## src/rtl/dtsw_pkg.sv

```systemverilog
// Package for the binary64 to 32-bit scalar word encoder.
// Holds the transfer structs, kind and status codes. No dependencies.
`default_nettype none
package dtsw_pkg;
	typedef enum logic [1:0] {
		KIND_FLOAT = 2'd0,
		KIND_INT   = 2'd1,
		KIND_UINT  = 2'd2,
		KIND_BOOL  = 2'd3
	} kind_t;

	typedef enum logic [1:0] {
		ST_OK         = 2'd0,
		ST_NOT_FINITE = 2'd1,
		ST_RANGE      = 2'd2,
		ST_INVALID    = 2'd3
	} status_t;

	localparam logic [62:0] F32_MAX_MAG = 63'h47EFFFFFE0000000;

	typedef struct packed {
		logic [1:0]  kind;
		logic [63:0] value_bits;
	} in_item_t;

	typedef struct packed {
		logic [31:0] word;
		logic [1:0]  status;
	} out_item_t;
endpackage
`default_nettype wire

```

## src/rtl/double_to_scalar_word_encoder_core.sv

```systemverilog
// Top level of the binary64 to 32-bit scalar word encoder.
// Depends on dtsw_pkg and dtsw_convert.
//
// Usage:
//  - Input channel in_valid/in_stall/in_item carries kind and a binary64
//    bit pattern; a transfer happens when in_valid is high and in_stall low.
//  - Output channel out_valid/out_stall/out_item carries the 32-bit word and
//    a status code (ok, not finite, float range, integer invalid).
//  - Three register stages: decode, shift/round, final add and select.
//    out_valid rises once the item has passed the stage-1, stage-2 and
//    output registers; out_stall can hold it there before the transfer.
//  - Throughput is one item per cycle while no result is held by
//    out_stall; the stage-2 shifts of the significand set the cycle time.
//  - The pipeline advances whenever the output register is empty or being
//    taken. While a result is held by out_stall every stage freezes,
//    bubbles included, and in_stall is high for exactly those cycles.
//  - Reset (arst_n low) clears all valid bits; no item is in flight after.
`default_nettype none
module double_to_scalar_word_encoder_core (
	input  wire logic                clk,
	input  wire logic                arst_n,
	input  wire logic                in_valid,
	output logic                     in_stall,
	input  wire dtsw_pkg::in_item_t  in_item,
	output logic                     out_valid,
	input  wire logic                out_stall,
	output dtsw_pkg::out_item_t      out_item
);
	logic en;

	// whole pipe moves together; stops only when the output is held
	assign en       = !(out_valid && out_stall);
	assign in_stall = !en;

	dtsw_convert u_convert (
		.clk       (clk),
		.arst_n    (arst_n),
		.en        (en),
		.in_valid  (in_valid),
		.in_item   (in_item),
		.out_valid (out_valid),
		.out_item  (out_item)
	);
endmodule
`default_nettype wire

```

## src/rtl/dtsw_convert.sv

```systemverilog
// Three-stage conversion datapath with valid bits and a shared stall.
// Depends on dtsw_pkg.
`default_nettype none
module dtsw_convert (
	input  wire logic                clk,
	input  wire logic                arst_n,
	input  wire logic                en,
	input  wire logic                in_valid,
	input  wire dtsw_pkg::in_item_t  in_item,
	output logic                     out_valid,
	output dtsw_pkg::out_item_t      out_item
);
	// stage 1: decode, shift amounts, early status
	logic        v_s1;
	logic [1:0]  kind_s1;
	logic        sign_s1;
	logic [52:0] sig_s1;
	logic [5:0]  fshift_s1;   // 29..60
	logic [7:0]  fbase_s1;
	logic        fzero_s1;
	logic [5:0]  ishift_s1;   // 52-ue, 21..52
	logic        ibad_s1;
	logic        izero_s1;
	logic [1:0]  st_s1;

	logic [10:0] e_in;
	logic [51:0] fr_in;
	logic [11:0] ue_in;
	logic [11:0] fs_calc;
	logic        nf_in, rng_in;

	always_comb begin
		e_in    = in_item.value_bits[62:52];
		fr_in   = in_item.value_bits[51:0];
		ue_in   = {1'b0, e_in} - 12'd1023;
		fs_calc = 12'd29 + 12'd897 - {1'b0, e_in}; // 29 + (-126 - ue)
		nf_in   = (e_in == 11'h7FF);
		rng_in  = in_item.value_bits[62:0] > dtsw_pkg::F32_MAX_MAG;
	end

	always_ff @(posedge clk or negedge arst_n) begin
		if (!arst_n) begin
			v_s1 <= 1'b0;
		end else if (en) begin
			v_s1 <= in_valid;
		end
	end

	always_ff @(posedge clk) begin
		if (en) begin
			kind_s1  <= in_item.kind;
			sign_s1  <= in_item.value_bits[63];
			sig_s1   <= {1'b1, fr_in};
			fzero_s1 <= (e_in == 11'd0);
			izero_s1 <= (e_in == 11'd0) && (fr_in == 52'd0);
			// hidden bit of the rounded significand adds one to the exponent
			if (e_in >= 11'd897) begin
				fshift_s1 <= 6'd29;
				fbase_s1  <= 8'(e_in - 11'd897);
			end else begin
				fshift_s1 <= (fs_calc > 12'd60) ? 6'd60 : fs_calc[5:0];
				fbase_s1  <= 8'd0;
			end
			ibad_s1   <= (e_in < 11'd1023) || (e_in > 11'd1054);
			ishift_s1 <= 6'(12'd52 - ue_in);
			if (nf_in)
				st_s1 <= dtsw_pkg::ST_NOT_FINITE;
			else if (in_item.kind == dtsw_pkg::KIND_FLOAT && rng_in)
				st_s1 <= dtsw_pkg::ST_RANGE;
			else
				st_s1 <= dtsw_pkg::ST_OK;
		end
	end

	// stage 2: shifts, rounding decision, fraction check
	logic        v_s2;
	logic [1:0]  kind_s2;
	logic        sign_s2;
	logic [1:0]  st_s2;
	logic [23:0] fq_s2;
	logic        rup_s2;
	logic [7:0]  fbase_s2;
	logic        fzero_s2;
	logic [32:0] mag_s2;
	logic        ibad_s2;
	logic        izero_s2;

	// 64 bits wide so the half point stays nonzero for shifts past 53
	logic [63:0] q_c, rem_c, half_c;
	logic [52:0] imask_c;
	always_comb begin
		q_c     = {11'd0, sig_s1} >> fshift_s1;
		rem_c   = {11'd0, sig_s1} & ((64'd1 << fshift_s1) - 64'd1);
		half_c  = 64'd1 << (fshift_s1 - 6'd1);
		imask_c = (53'd1 << ishift_s1) - 53'd1;
	end

	always_ff @(posedge clk or negedge arst_n) begin
		if (!arst_n) begin
			v_s2 <= 1'b0;
		end else if (en) begin
			v_s2 <= v_s1;
		end
	end

	always_ff @(posedge clk) begin
		if (en) begin
			kind_s2  <= kind_s1;
			sign_s2  <= sign_s1;
			st_s2    <= st_s1;
			fq_s2    <= q_c[23:0];
			rup_s2   <= (rem_c > half_c) || ((rem_c == half_c) && q_c[0]);
			fbase_s2 <= fbase_s1;
			fzero_s2 <= fzero_s1;
			mag_s2   <= 33'(sig_s1 >> ishift_s1);
			ibad_s2  <= ibad_s1 || ((sig_s1 & imask_c) != 53'd0);
			izero_s2 <= izero_s1;
		end
	end

	// stage 3: final add, integer range checks, result select
	logic [31:0] fw_c, iw_c, w_c;
	logic [1:0]  ist_c, st_c;
	always_comb begin
		fw_c = fzero_s2 ? {sign_s2, 31'd0} :
			{sign_s2, 31'({fbase_s2, 23'd0}) + 31'(fq_s2) + 31'(rup_s2)};
		ist_c = dtsw_pkg::ST_OK;
		iw_c  = 32'd0;
		if (izero_s2) begin
			ist_c = dtsw_pkg::ST_OK;
		end else if (ibad_s2) begin
			ist_c = dtsw_pkg::ST_INVALID;
		end else if (kind_s2 == dtsw_pkg::KIND_INT) begin
			if (sign_s2 ? (mag_s2 > 33'h80000000) : (mag_s2 > 33'h7FFFFFFF))
				ist_c = dtsw_pkg::ST_INVALID;
			else
				iw_c = sign_s2 ? 32'(33'd0 - mag_s2) : mag_s2[31:0];
		end else if (sign_s2 || (kind_s2 == dtsw_pkg::KIND_BOOL && mag_s2 > 33'd1)) begin
			ist_c = dtsw_pkg::ST_INVALID;
		end else begin
			iw_c = mag_s2[31:0];
		end
		if (st_s2 != dtsw_pkg::ST_OK) begin
			st_c = st_s2;
			w_c  = 32'd0;
		end else if (kind_s2 == dtsw_pkg::KIND_FLOAT) begin
			st_c = dtsw_pkg::ST_OK;
			w_c  = fw_c;
		end else begin
			st_c = ist_c;
			w_c  = (ist_c == dtsw_pkg::ST_OK) ? iw_c : 32'd0;
		end
	end

	always_ff @(posedge clk or negedge arst_n) begin
		if (!arst_n) begin
			out_valid <= 1'b0;
		end else if (en) begin
			out_valid <= v_s2;
		end
	end

	always_ff @(posedge clk) begin
		if (en) begin
			out_item.word   <= w_c;
			out_item.status <= st_c;
		end
	end
endmodule
`default_nettype wire

```

## config.mk

```make
export PLATFORM = sky130hd
export DESIGN_NAME = double_to_scalar_word_encoder_core
export DESIGN_NICKNAME = d
export VERILOG_FILES = /design/src/rtl/dtsw_pkg.sv /design/src/rtl/double_to_scalar_word_encoder_core.sv /design/src/rtl/dtsw_convert.sv
export SDC_FILE = /design/constraint.sdc
export NUM_CORES = 1
export LEC_CHECK = 0
export BUFFER_PORTS_ARGS = -buffer_cell sky130_fd_sc_hd__buf_2
export CAP_MARGIN = 20
export CORE_ASPECT_RATIO = 1.1
export CORE_MARGIN = 2
export CORE_UTILIZATION = 40
export DETAILED_ROUTE_END_ITERATION = 8
export PLACE_DENSITY_LB_ADDON = 0.05
export REMOVE_ABC_BUFFERS = 1
export SLEW_MARGIN = 20
export SYNTH_ARGS = -nofsm -noshare
export SYNTH_HDL_FRONTEND = slang
export SYNTH_HIERARCHICAL = 1
export SYNTH_SLANG_ARGS = --single-unit
```

## constraint.sdc

```tcl
create_clock -name clk -period 6.9 [get_ports clk]
set_input_delay 0.345 -clock clk [delete_from_list [all_inputs] [get_ports clk]]
set_output_delay 0.345 -clock clk [all_outputs]
set_load 0.05 [all_outputs]
```

==> impl_metrics.yaml <==
worst_setup_path:
  critPathKind: "reg2reg"
  startpoint_type: "flip-flop"
  r2r-start: "u_convert/fshift_s1[4]"
  reg2reg_to: "u_convert/rup_s2"
  arrival_ns: 5.68
  required_ns: 7.13
  rrSetupSlack_ns: 1.46
  end_kind: "flip-flop"
  r2r_cells: 20
  crit_fanout: 22
pwr:
  clock_power_share: 0.154
  p_switching_uw: 3160
  p_per_area_nw_per_um2: 342
  swShare: 0.474
  ir_drop_v: 0.000220
  p_int_uw: 3510
  p_leak_uw: 0.00713
  p_comb_frac: 0.503
  p_total_uw: 6670
  pwr-share-seq: 0.343
layout:
  nFillCells: 4395
  final_net_count: 2143
  layout_commonest_cell: "nand2_1"
  layout_common_cells: "nand2_1 (264), edfxtp_1 (188), nor2_1 (167), a21oi_1 (126), o21ai_0 (115)"
  area_growth_pct: 9.64
  post_layout_nonfiller_instances: 2598
  drive_above_1_share: 0.167
  stdcell_area_um2: 19500
drt:
  viasPerCell: 6.36
  totalWireLength_um: 68900
  drtAntennaViolNets: 0
  drt_first_pass_iters: 6
  dr_total_vias: 16500
  wl_per_cell_um: 26.5
  drt_iter0_drc: 1826
  drc_errors: 0
global_routing:
  met3_usage: 0.0428
  grt.busiest_layer: "met2"
  grt_max_degree: 154
  grt_pass1_wl_um: 101000
  grt_use_total: 0.297
  antenna_found_initial: 0
  grt-ovfl-total: 0
  grt_pass1_vias: 15500
  grt_util_met2: 0.482
  grtUsageMet1: 0.389
timing:
  tightest_slew_ns: 1.04
  tns_ns: 0
  max_freq_mhz: 184
  min_period_ns: 5.44
  fin_crit_sh: 0.789
  rsz0062_at_grt: "no"
  hold_violations: 0
  setup_viol: 0
  maxSlewViolCount: 0
  whs_ns: 0.0559
  clock_skew_ns: 0.0288
  max_slew_margin: 0.308
cts:
  cts_buffer_depth: 2
  root_buffer: "clkbuf_16"
  clk_pin_slew_worst_paths_ns: 0.09
  cts_buffers: 17
  cts.sinks: 191
  cts_resized: 0
  clk-insertion-delay-late_ns: 0.48
  postCtsSetupRepairBufs: 0
  cts_tree: "yes"
  hold_buffers: 1
  htreeDepth: 4
synthesis:
  synthDistinctLibCells: 74
  synthAdderAreaFrac: 0.0504
  synthXorXnorAreaFrac: 0.0324
  synth_mux_area_frac: 0.183
  synth_top_area_frac: 0.317
  synth_compound_gate_area_share: 0.177
  synth-main-ff-cell: "edfxtp_1"
  synth-edff-count: 188
  yosysTopAreaCell: "edfxtp_1"
  synth_seq_cells: 191
  synthTopCellsByArea: "edfxtp_1 (32%), mux4_2 (10%), nand2_1 (5.6%), mux2i_1 (5.4%), ha_1 (5.0%)"
  synth_warnings: 6
  avgSynthCellArea_um2: 8.98
  seq_area_frac_synth: 0.321
  syn_inst: 1985
  synthSimpleGateAreaFrac: 0.194
  synth_area_um2: 17800
  synth_top_family_by_area: "simple AND/OR/NAND/NOR gates"
  synthArstFlopShare: 0.0157
place:
  dp_cells: 2563
  routabilityCongestion: 0.938
  placed_area_um2: 18900
  io_buffer_count: 105
  dp_hpwl_um: 49700
worst_hold_path:
  hold_class: "in2reg"
  hold_path_depth: 1
  worstHoldStart: "in_item[2]"
  worstHoldEndpoint: "u_convert/sig_s1[2]"
die:
  die_w_um: 205
  io_pins: 106
  die_y_um: 225
  start_util: 0.403
  die-area_um2: 46200
  std_cell_rows: 81
  core-area_um2: 44200
outcome:
  status: "finished, final reports clean"
job:
  cap_violations: 0
-- synthesized netlist by cell type, types with 11 or more instances --
library cell and instances:
or3_1 18, nand4_1 37, xor2_1 35, nand2b_1 11
o31ai_1 21, nor4_1 33, nor3_1 41, mux2i_1 97
nor2b_1 29, nand2_1 265, a31oi_1 21, xnor2_1 31
mux2_2 43, clkbuf_1 124, nor2_1 167, o21ai_0 115
o21a_1 17, edfxtp_1 188, buf_1 37, a211oi_1 21
o22ai_1 76, and2_1 23, o211ai_1 14, ha_1 71
nand3_1 53, and3_1 12, mux4_2 80, or2_2 11
a21oi_1 126, a21boi_0 16, inv_1 33
-- metal layers --
| layer | routed length [µm] | vias up |
|---|---|---|
| li1 | - | 7574 |
| met3 | 4680 | 169 |
| met1 | 28400 | 8037 |
| met4 | 3350 | 0 |
| met2 | 32400 | 753 |
| met5 | 0 | - |
-- flip-flops by register name, summed over array words and instances (netlist names), 2 cells and up --
signal               flops
u_convert/fbase_s1       8
u_convert/fbase_s2       8
u_convert/st_s2          2
u_convert/kind_s2        2
u_convert/fshift_s1      6
u_convert/kind_s1        2
u_convert/st_s1          2
u_convert/out_item      34
u_convert/fq_s2         24
u_convert/sig_s1        52
u_convert/mag_s2        33
u_convert/ishift_s1      6
-- how the worst max path moves through the flow --
stage                                start                to  slack, ns  cells after the start
finish              u_convert/fshift_s1[4]  u_convert/rup_s2       1.46                     20
global route        u_convert/fshift_s1[4]  u_convert/rup_s2       1.10                     20
CTS                 u_convert/fshift_s1[4]  u_convert/rup_s2       1.53                     20
detailed placement  u_convert/fshift_s1[4]  u_convert/rup_s2       1.57                     20
global placement    u_convert/fshift_s1[4]  u_convert/rup_s2       1.69                     19
floorplan           u_convert/fshift_s1[0]  u_convert/rup_s2       0.54                     17
-- power by group through the flow --
stage,Combinational [µW],Clock [µW],Sequential (µW)
after CTS,3320,1060,2270
after global placement,3310,0,2280
after global routing,3620,1090,2320
final,3360,1030,2290
after detailed placement,3310,0,2290
after floorplan,1920,0,2560
-- layout make-up --
| type | instances | area, µm² | share of cell area |
|---|---|---|---|
| Antenna cell | 2 | 5.00 | 0.000256 |
| Clock buffer | 17 | 425 | 0.0218 |
| Clock inverter | 15 | 189 | 0.00967 |
| Inverter | 34 | 128 | 0.00653 |
| Multi-Input combinational cell | 1595 | 11400 | 0.581 |
| Sequential cell | 191 | 5720 | 0.293 |
| Tap cell | 581 | 727 | 0.0372 |
| Timing Repair Buffer | 163 | 988 | 0.0506 |
-- through the flow --
| stage | setup slack (ns) | util |
|---|---|---|
| after floorplan | 0.542 | - |
| after global placement | 1.69 | 0.428 |
| after detailed placement | 1.57 | 0.428 |
| after CTS | 1.53 | 0.442 |
| after global routing | 1.10 | 0.442 |
| final | 1.46 | 0.442 |
-- cell families (layout without fill, tap and decap cells) --
family,Yosys count,count (layout)
xor gates and xnor gates,66,66
adders and majority gates,72,72
other,0,2
and+or+nand+nor,731,731
muxes,220,220
buffers and inverters,199,229
DFF,191,191
AOI/OAI and AO/OA,506,506
-- worst max-delay path, stage by stage (launching register included) --
cell and delay, ns:
edfxtp_1 0.86, inv_1 0.13, nand2_1 0.12, nor2_1 0.08
nand3_1 0.10, ha_1 0.43, inv_1 0.17, a31oi_1 0.40
o21ai_0 0.40, buf_4 0.28, nor2_1 0.24, xor2_1 0.11
and2_1 0.17, ha_1 0.28, and3_1 0.14, nand3_1 0.14
a21oi_1 0.05, or4b_2 0.65, a21oi_1 0.15, o311ai_0 0.15
o211a_1 0.14
Note: power is estimated with default switching activity, not from simulation.
